`src/hw/rtl/qct_pkg.sv`:
```
// Package for the quoted command tokenizer: codes, character constants,
// the result word type and the character classification functions.
// No dependencies.
`default_nettype none

package qct_pkg;

    // op codes on the input tuser
    localparam logic OP_CHAR = 1'b0;
    localparam logic OP_END  = 1'b1;

    // open quote codes
    typedef logic [1:0] t_quote;
    localparam t_quote QUOTE_NONE   = 2'd0;
    localparam t_quote QUOTE_DOUBLE = 2'd1;
    localparam t_quote QUOTE_SINGLE = 2'd2;

    localparam logic [7:0] CH_NUL     = 8'h00;
    localparam logic [7:0] CH_WS_LO   = 8'h09;
    localparam logic [7:0] CH_WS_HI   = 8'h0D;
    localparam logic [7:0] CH_NEWLINE = 8'h0A;
    localparam logic [7:0] CH_SPACE   = 8'h20;
    localparam logic [7:0] CH_DQUOTE  = 8'h22;
    localparam logic [7:0] CH_SQUOTE  = 8'h27;

    // result queue
    localparam int FIFO_DEPTH = 4;
    localparam int PTR_W      = $clog2(FIFO_DEPTH);
    localparam int CNT_W      = $clog2(FIFO_DEPTH + 1);

    typedef struct packed {
        logic [7:0] out_byte;
        logic       out_last;
    } t_result;

    function automatic logic is_space(input logic [7:0] c);
        is_space = ((c >= CH_WS_LO) && (c <= CH_WS_HI)) || (c == CH_SPACE);
    endfunction

    function automatic t_quote quote_code(input logic [7:0] c);
        if (c == CH_DQUOTE) begin
            quote_code = QUOTE_DOUBLE;
        end else if (c == CH_SQUOTE) begin
            quote_code = QUOTE_SINGLE;
        end else begin
            quote_code = QUOTE_NONE;
        end
    endfunction

    function automatic logic [7:0] quote_byte(input t_quote q);
        quote_byte = (q == QUOTE_SINGLE) ? CH_SQUOTE : CH_DQUOTE;
    endfunction

endpackage

`default_nettype wire

```
`src/hw/rtl/quoted_command_tokenizer.sv`:
```
// Quoted command tokenizer top level: classifies each input word and
// queues zero, one or two result words. Depends on qct_pkg.
`default_nettype none

// Takes one command character (tuser = 0) or end-of-command (tuser = 1) per
// word and emits the token stream: zero bytes separate tokens, quoted spans
// pass through, and end-of-command yields a zero byte with tlast set. Each
// input word is classified in the cycle it is accepted and its results are
// written into a four-entry output queue; when nothing is queued ahead, the
// first is offered the cycle after acceptance. The input side takes a word
// every cycle while the queue has room for two results. The output delivers
// one word per cycle, so with the output ready the sustained input rate is one
// word per cycle: an empty quote pair yields two results, but its opening
// quote yields none, so the pair never stalls the input. Only output
// backpressure that fills the queue past two entries holds the input.
module quoted_command_tokenizer
    import qct_pkg::*;
(
    input  wire logic       i_clk,
    input  wire logic       i_rst_n,
    input  wire logic       i_s_tvalid,
    output logic            o_s_tready,
    input  wire logic [7:0] i_s_tdata,   // [7:0] ch
    input  wire logic       i_s_tuser,   // [0] op
    output logic            o_m_tvalid,
    input  wire logic       i_m_tready,
    output logic [7:0]      o_m_tdata,   // [7:0] out_byte
    output logic            o_m_tlast
);

    t_quote             r_open_quote, n_open_quote;
    logic               r_quote_pending, n_quote_pending;
    logic               r_after_sep, n_after_sep;
    t_result            r_fifo [FIFO_DEPTH];
    logic [PTR_W-1:0]   r_wr_ptr, r_rd_ptr;
    logic [CNT_W-1:0]   r_count, n_count;

    logic               s_accept, m_accept;
    logic [7:0]         c;
    t_quote             q;
    t_result            res0, res1;
    logic [1:0]         res_cnt;

    assign o_s_tready = i_rst_n && (r_count <= CNT_W'(FIFO_DEPTH - 2));
    assign o_m_tvalid = i_rst_n && (r_count != '0);
    assign o_m_tdata  = r_fifo[r_rd_ptr].out_byte;
    assign o_m_tlast  = r_fifo[r_rd_ptr].out_last;

    assign s_accept = i_s_tvalid && o_s_tready;
    assign m_accept = o_m_tvalid && i_m_tready;

    // newline counts as space everywhere
    assign c = (i_s_tdata == CH_NEWLINE) ? CH_SPACE : i_s_tdata;
    assign q = quote_code(c);

    always_comb begin
        n_open_quote    = r_open_quote;
        n_quote_pending = r_quote_pending;
        n_after_sep     = r_after_sep;
        res0            = '{out_byte: c, out_last: 1'b0};
        res1            = '{out_byte: c, out_last: 1'b0};
        res_cnt         = 2'd0;
        if (i_s_tuser == OP_END) begin
            res0            = '{out_byte: CH_NUL, out_last: 1'b1};
            res_cnt         = 2'd1;
            n_open_quote    = QUOTE_NONE;
            n_quote_pending = 1'b0;
            n_after_sep     = 1'b0;
        end else if (r_quote_pending) begin
            n_quote_pending = 1'b0;
            if (q == r_open_quote) begin
                // empty pair: keep both quotes
                res0.out_byte = quote_byte(r_open_quote);
                res_cnt       = 2'd2;
                n_open_quote  = QUOTE_NONE;
                n_after_sep   = 1'b0;
            end else begin
                res_cnt = 2'd1;
            end
        end else if (r_open_quote != QUOTE_NONE) begin
            res_cnt = 2'd1;
            if (q == r_open_quote) begin
                res0.out_byte = CH_NUL;
                n_open_quote  = QUOTE_NONE;
                n_after_sep   = 1'b1;
            end
        end else if (q != QUOTE_NONE) begin
            n_open_quote    = q;
            n_quote_pending = 1'b1;
            n_after_sep     = 1'b0;
        end else if (is_space(c)) begin
            if (!r_after_sep) begin
                res0.out_byte = CH_NUL;
                res_cnt       = 2'd1;
                n_after_sep   = 1'b1;
            end
        end else begin
            res_cnt     = 2'd1;
            n_after_sep = 1'b0;
        end
    end

    always_comb begin
        n_count = r_count;
        if (s_accept) begin
            n_count = n_count + CNT_W'(res_cnt);
        end
        if (m_accept) begin
            n_count = n_count - CNT_W'(1);
        end
    end

    always_ff @(posedge i_clk) begin
        if (!i_rst_n) begin
            r_open_quote    <= QUOTE_NONE;
            r_quote_pending <= 1'b0;
            r_after_sep     <= 1'b0;
            r_wr_ptr        <= '0;
            r_rd_ptr        <= '0;
            r_count         <= '0;
        end else begin
            r_count <= n_count;
            if (s_accept) begin
                r_open_quote    <= n_open_quote;
                r_quote_pending <= n_quote_pending;
                r_after_sep     <= n_after_sep;
                r_wr_ptr        <= r_wr_ptr + PTR_W'(res_cnt);
            end
            if (m_accept) begin
                r_rd_ptr <= r_rd_ptr + PTR_W'(1);
            end
        end
    end

    // payload queue, no reset
    always_ff @(posedge i_clk) begin
        if (s_accept && (res_cnt != 2'd0)) begin
            r_fifo[r_wr_ptr] <= res0;
        end
        if (s_accept && (res_cnt == 2'd2)) begin
            r_fifo[r_wr_ptr + PTR_W'(1)] <= res1;
        end
    end

endmodule

`default_nettype wire

```
`config.mk`:
```
export PLATFORM = sky130hd
export DESIGN_NAME = quoted_command_tokenizer
export DESIGN_NICKNAME = d
export VERILOG_FILES = /design/src/hw/rtl/qct_pkg.sv /design/src/hw/rtl/quoted_command_tokenizer.sv
export SDC_FILE = /design/constraint.sdc
export NUM_CORES = 1
export LEC_CHECK = 0
export ABC_AREA = 1
export BUFFER_PORTS_ARGS = -buffer_cell sky130_fd_sc_hd__buf_2
export CAP_MARGIN = 20
export CELL_PAD_IN_SITES_DETAIL_PLACEMENT = 1
export CELL_PAD_IN_SITES_GLOBAL_PLACEMENT = 1
export CORE_ASPECT_RATIO = 0.6
export CORE_MARGIN = 4
export CORE_UTILIZATION = 48
export DETAILED_ROUTE_END_ITERATION = 10
export GPL_ROUTABILITY_DRIVEN = 0
export PLACE_DENSITY_LB_ADDON = 0.1
export SYNTH_ARGS = -nofsm -noshare
export SYNTH_HDL_FRONTEND = slang
export SYNTH_SLANG_ARGS = --single-unit
```
`constraint.sdc`:
```
create_clock -name i_clk -period 6.1 [get_ports i_clk]
set_input_delay 0 -clock i_clk [delete_from_list [all_inputs] [get_ports i_clk]]
set_output_delay 0 -clock i_clk [all_outputs]
set_load 0.02 [all_outputs]
```
Word level (Yosys, flattened, before mapping)
Memories as Yosys holds them, arrays and structs flattened. A register that Yosys moved wholly into a read port is not among the register bits. Index checks and enable logic that the tools add are counted.

Input bits: 13. Bits in writable memories: 36. Bits in registers: 11. Memories kept: 1. Logic and storage cells: 83.

Memories: r_fifo (words 4, bits a word 9, read ports 1, clocked after memory_dff 1, wr ports 2, line quoted_command_tokenizer.sv:34) `t_result r_fifo [FIFO_DEPTH];`.

Order comparisons: 3. Equality and inequality tests: 9. Add/subtract/negate cells: 5. Reduce and logical (&&, ||, !) cells: 15. Mux-type cells: 44.

Operators with widths (count): $mux W8 (9); $mux W2 (15); $eq A8 B6 Y1 const B (3); $mux W1 (17); $mux W3 (3); $eq A8 B4 Y1 const B (1); $ge A8 B4 Y1 const B (1); $le A8 B4 Y1 const B (1); $logic_and A1 B1 Y1 (7); $reduce_bool A2 Y1 (3); $add A2 B1 Y2 const B (2); $eq A2 B2 Y1 const B (2); $reduce_bool A4 Y1 (1); $add A3 B2 Y3 (1); $le A3 B2 Y1 const B (1); $ne A3 B2 Y1 const B (1); $ne A3 B3 Y1 const B (1); $reduce_and A3 Y1 (1); $reduce_bool A3 Y1 (1); $sub A3 B1 Y3 const B (1); $add A2 B2 Y2 (1); $eq A2 B2 Y1 (1); $reduce_and A2 Y1 (1); $logic_or A1 B1 Y1 (1).

Depth between registers and ports, before layout
Word-level depth: 14. Depth in mapped cells: 22. Mapped depth without buffers: 21.

Worst setup path before layout
OpenSTA, ideal clock, no wires.

Kind: flip-flop to flip-flop. Start: register r_open_quote[1]. End: register r_count[1]. Cell stages (with the launch flop): 20. Required time: 6.044 ns. Setup slack: 3.494 ns. Arrival time: 2.550 ns. Clock period less this slack: 2.606 ns. Setup time: 0.056 ns. Cells stage by stage: dfxtp_1 -> nor2_1 -> inv_1 -> nor2_1 -> inv_1 -> nor2_1 -> inv_1 -> nor2_1 -> nand2_2 -> nand2_1 -> nor2_1 -> ha_1 -> inv_1 -> fa_1 -> nand2_1 -> o21ai_0 -> ha_1 -> a21oi_1 -> nand2_1 -> inv_1.

Longest elaborated chain between the ends: 8. Elaborated cells on any way between the ends: 10. Classes of those cells: add/sub: 2; eq/ne: 1; mux: 6; reduce/logical: 1.

Ends and longest elaborated chain: start: declaration (line quoted_command_tokenizer.sv:31) `t_quote r_open_quote, n_open_quote;`; start signal: assignment (line quoted_command_tokenizer.sv:124) `r_open_quote <= n_open_quote;`; $eq A2 B2 Y1 / $reduce_bool A2 Y1 (equally long branches) (line quoted_command_tokenizer.sv:71, quoted_command_tokenizer.sv:80); $mux W2 (on tied branches) (line quoted_command_tokenizer.sv:71, quoted_command_tokenizer.sv:80); $mux W2 (*) (line quoted_command_tokenizer.sv:69) `end else if (r_quote_pending) begin`; $mux W2 (*) (line quoted_command_tokenizer.sv:63) `if (i_s_tuser == OP_END) begin`; $add A3 B2 Y3 (*) (line quoted_command_tokenizer.sv:106) `n_count = n_count + CNT_W'(res_cnt);`; $mux W3 (*) (line quoted_command_tokenizer.sv:105) `if (s_accept) begin`; $sub A3 B1 Y3 (line quoted_command_tokenizer.sv:109) `n_count = n_count - CNT_W'(1);`; $mux W3 (*) (line quoted_command_tokenizer.sv:108) `if (m_accept) begin`; end signal: assignment (line quoted_command_tokenizer.sv:122) `r_count <= n_count;`; end: declaration (line quoted_command_tokenizer.sv:36) `logic [CNT_W-1:0] r_count, n_count;`.

Every way passes the cells marked *; elsewhere a longest branch is shown, timed or not. A chain may end at the register's enable or synchronous reset.

Worst setup path after layout
Same ends and word-level chain as after synthesis.

==> flow_summary.json <==
{
  "status": "finished, final reports clean",
  "dp.cells": 461,
  "via_count": 2553,
  "total_power_mw": 0.8443,
  "cts_htree_levels": 2,
  "n_fill_cell": 730,
  "drcViolationCount": 0,
  "async_flop_share_pct": 0,
  "cts_setup_buffers": 0,
  "rows": 21,
  "worstMarginPinSlew_ns": 0.6817,
  "wl_per_cell_um": 17.93,
  "vias_per_cell": 5.432,
  "fin_worst_skew_ns": 0.01342,
  "ys_ff_latch": 49,
  "mostFrequentLayoutCells": "nand2_1 (85), nor2_1 (42), inv_1 (35), edfxtp_1 (32), nand3_1 (30)",
  "powerDensity_nw_per_um2": 265.9,
  "setup_tns_ns": 0,
  "drv_slew": 0,
  "ctsResizeCount": 0,
  "yosysSeqAreaShare_pct": 45.10,
  "cap_viol_max_count": 0,
  "area_delta_synth_final_pct": 10.06,
  "syn_inst": 365,
  "vdd_drop_max_mv": 0.09996,
  "synth.distinct_cells": 34,
  "grt_setup_unrepaired": "false",
  "mostFrequentLayoutCell": "nand2_1",
  "clkSinkCount": 49,
  "grt_max_degree": 20,
  "finalCriticalPeriod_ns": 2.978,
  "start_util_pct": 50.60,
  "dieWidth_um": 108.1,
  "gr-total-overflow": 0,
  "fmax_ghz": 0.3358,
  "cp.required_ns": 6.36,
  "grt_pass1_vias": 2619,
  "hold_viol_final": 0,
  "syn-num-nets": 382,
  "first_pass_iters": 4,
  "drive_above_1_share_pct": 18.97,
  "p_leak_nw": 1.436,
  "setup_violations": 0,
  "worstRegToRegCells": 19,
  "dieArea_um2": 7356,
  "startpoint_type": "flop",
  "final_cells": 470,
  "clk_pin_slew_ns": 0.10,
  "cts_tree": "done",
  "path_cells": "nor2_1 -> inv_1 -> nor2_1 -> inv_1 -> nor2_1 -> inv_1 -> nor2_1 -> nand2_2 -> nand2_1 -> nor2_1 -> ha_1 -> inv_1 -> fa_1 -> nand2_1 -> o21ai_0 -> ha_1 -> a21oi_1 -> nand2_1 -> inv_1",
  "syn-cell-area_um2": 2885,
  "post-dp-hpwl_mm": 6.425,
  "grt_use_total_pct": 25.37,
  "drt-total-wl_mm": 8.429,
  "cp.depth": 19,
  "yosysWarnings": 0,
  "timing.final.crit_share_pct": 48.81,
  "first_iter_violations": 215,
  "io_pins": 24,
  "layout.nets": 406,
  "cpPeakStageDelay_ns": 0.40,
  "dpl-instance-area_um2": 3058,
  "slew_headroom_pct": 54.49,
  "antenna_cells": 0,
  "grt_pass1_wl_mm": 13.97,
  "grt_antenna_before_repair": 0,
  "hold_depth": 3,
  "die_y_um": 68.06,
  "clock_latency_ns": 0.31,
  "synth_edf_count": 32,
  "portBuffers": 23,
  "crit_path_end_kind": "flop",
  "whs_ns": 0.02735,
  "slowest_stage": "fa_1",
  "ctsHoldBuffers": 1,
  "core_area_um2": 5702,
  "hp-class": "input port to flop",
  "synth-main-ff-cell": "edfxtp_1",
  "cts_root_buf": "clkbuf_8",
  "critPathArrivalTime_ns": 3.24,
  "path_max_fanout": 4,
  "critPathBufInv": 5,
  "cts_buffers": 5,
  "ant_nets": 0,
  "synth.avg_cell_area_um2": 7.905,
  "cts_max_path_buffers": 2,
  "crit_type": "flop to flop",
  "crit_family": "simple AND/OR/NAND/NOR gates",
  "final_area_um2": 3176
}
## metrics by stage
| stage | utilization (%) | setup WS (ns) |
|---|---|---|
| floorplan | - | 3.494 |
| global placement | 53.63 | 3.254 |
| detailed placement | 53.63 | 3.108 |
| CTS | 55.69 | 3.136 |
| global route | 55.69 | 2.830 |
| finish | 55.69 | 3.122 |
## tightest hold or removal path, cell delays in order
cell	delay [ns]
buf_2	0.17
nand2_1	0.09
nand2_1	0.04
## cells by family (layout without fill, tap and decap cells)
family          after synthesis  count (layout)  share of synthesized area (%)
fa+ha+maj                     4               4                          1.995
xor+xnor                      2               2                         0.8675
flops                        49              49                          45.10
simple gates                189             189                          31.92
compound gates               65              65                          12.19
buf+inv                      56              81                          7.936
## cells in the mapped netlist, types with 2 or more instances
master,n,area (um^2)
nand2_1,85,319.1
nor2_1,42,157.7
inv_1,35,131.4
edfxtp_1,32,960.9
nand3_1,30,150.1
o21ai_0,28,140.1
a21oi_1,20,100.1
dfxtp_1,17,340.3
inv_2,13,48.80
nand2_2,11,68.82
o22ai_1,9,56.30
nor2_4,5,56.30
clkbuf_1,4,15.01
nand4_1,4,25.02
o21ai_1,4,20.02
ha_1,3,37.54
nand3_4,3,52.55
buf_6,2,22.52
nand3_2,2,20.02
nand4_2,2,25.02
## registers in the layout, summed over array words and instances (netlist names), named ones only
register / count
r_quote_pending: 1
r_open_quote: 2
r_count: 3
r_fifo: 36
r_rd_ptr: 2
r_after_sep: 1
r_wr_ptr: 2
## power breakdown
| part | switching, mW | internal, mW |
|---|---|---|
| clock network | 0.115 | 0.107 |
| logic | 0.150 | 0.0661 |
| registers | 0.0247 | 0.382 |
## layer usage
metal	part of all wire, %	GRT usage, %	wire length, um
met1	47	37.92	3983
met2	44	39.24	3735
met3	7.7	4.901	652
met4	0.68	3.622	57
met5	0	0	0
## final cells by class
class	count	area, um^2	area share, %
multi-input cells	260	1355	42.67
flip-flops and latches	49	1301	40.98
inverters	49	186.4	5.871
repair buffers	24	125.1	3.940
well taps	80	100.1	3.152
clock buffers	6	93.84	2.955
clock inverters	2	13.76	0.4334
## final timing paths
path	slack, ns	to	from
setup / recovery	3.12	r_count[1]	r_open_quote[1]
hold / removal	0.03	r_fifo[0][0]	i_s_tuser
setup reg to reg	3.12	r_count[1]	r_open_quote[1]
hold reg to reg	0.48	r_after_sep	r_after_sep
(Power assumes the default switching activity.)
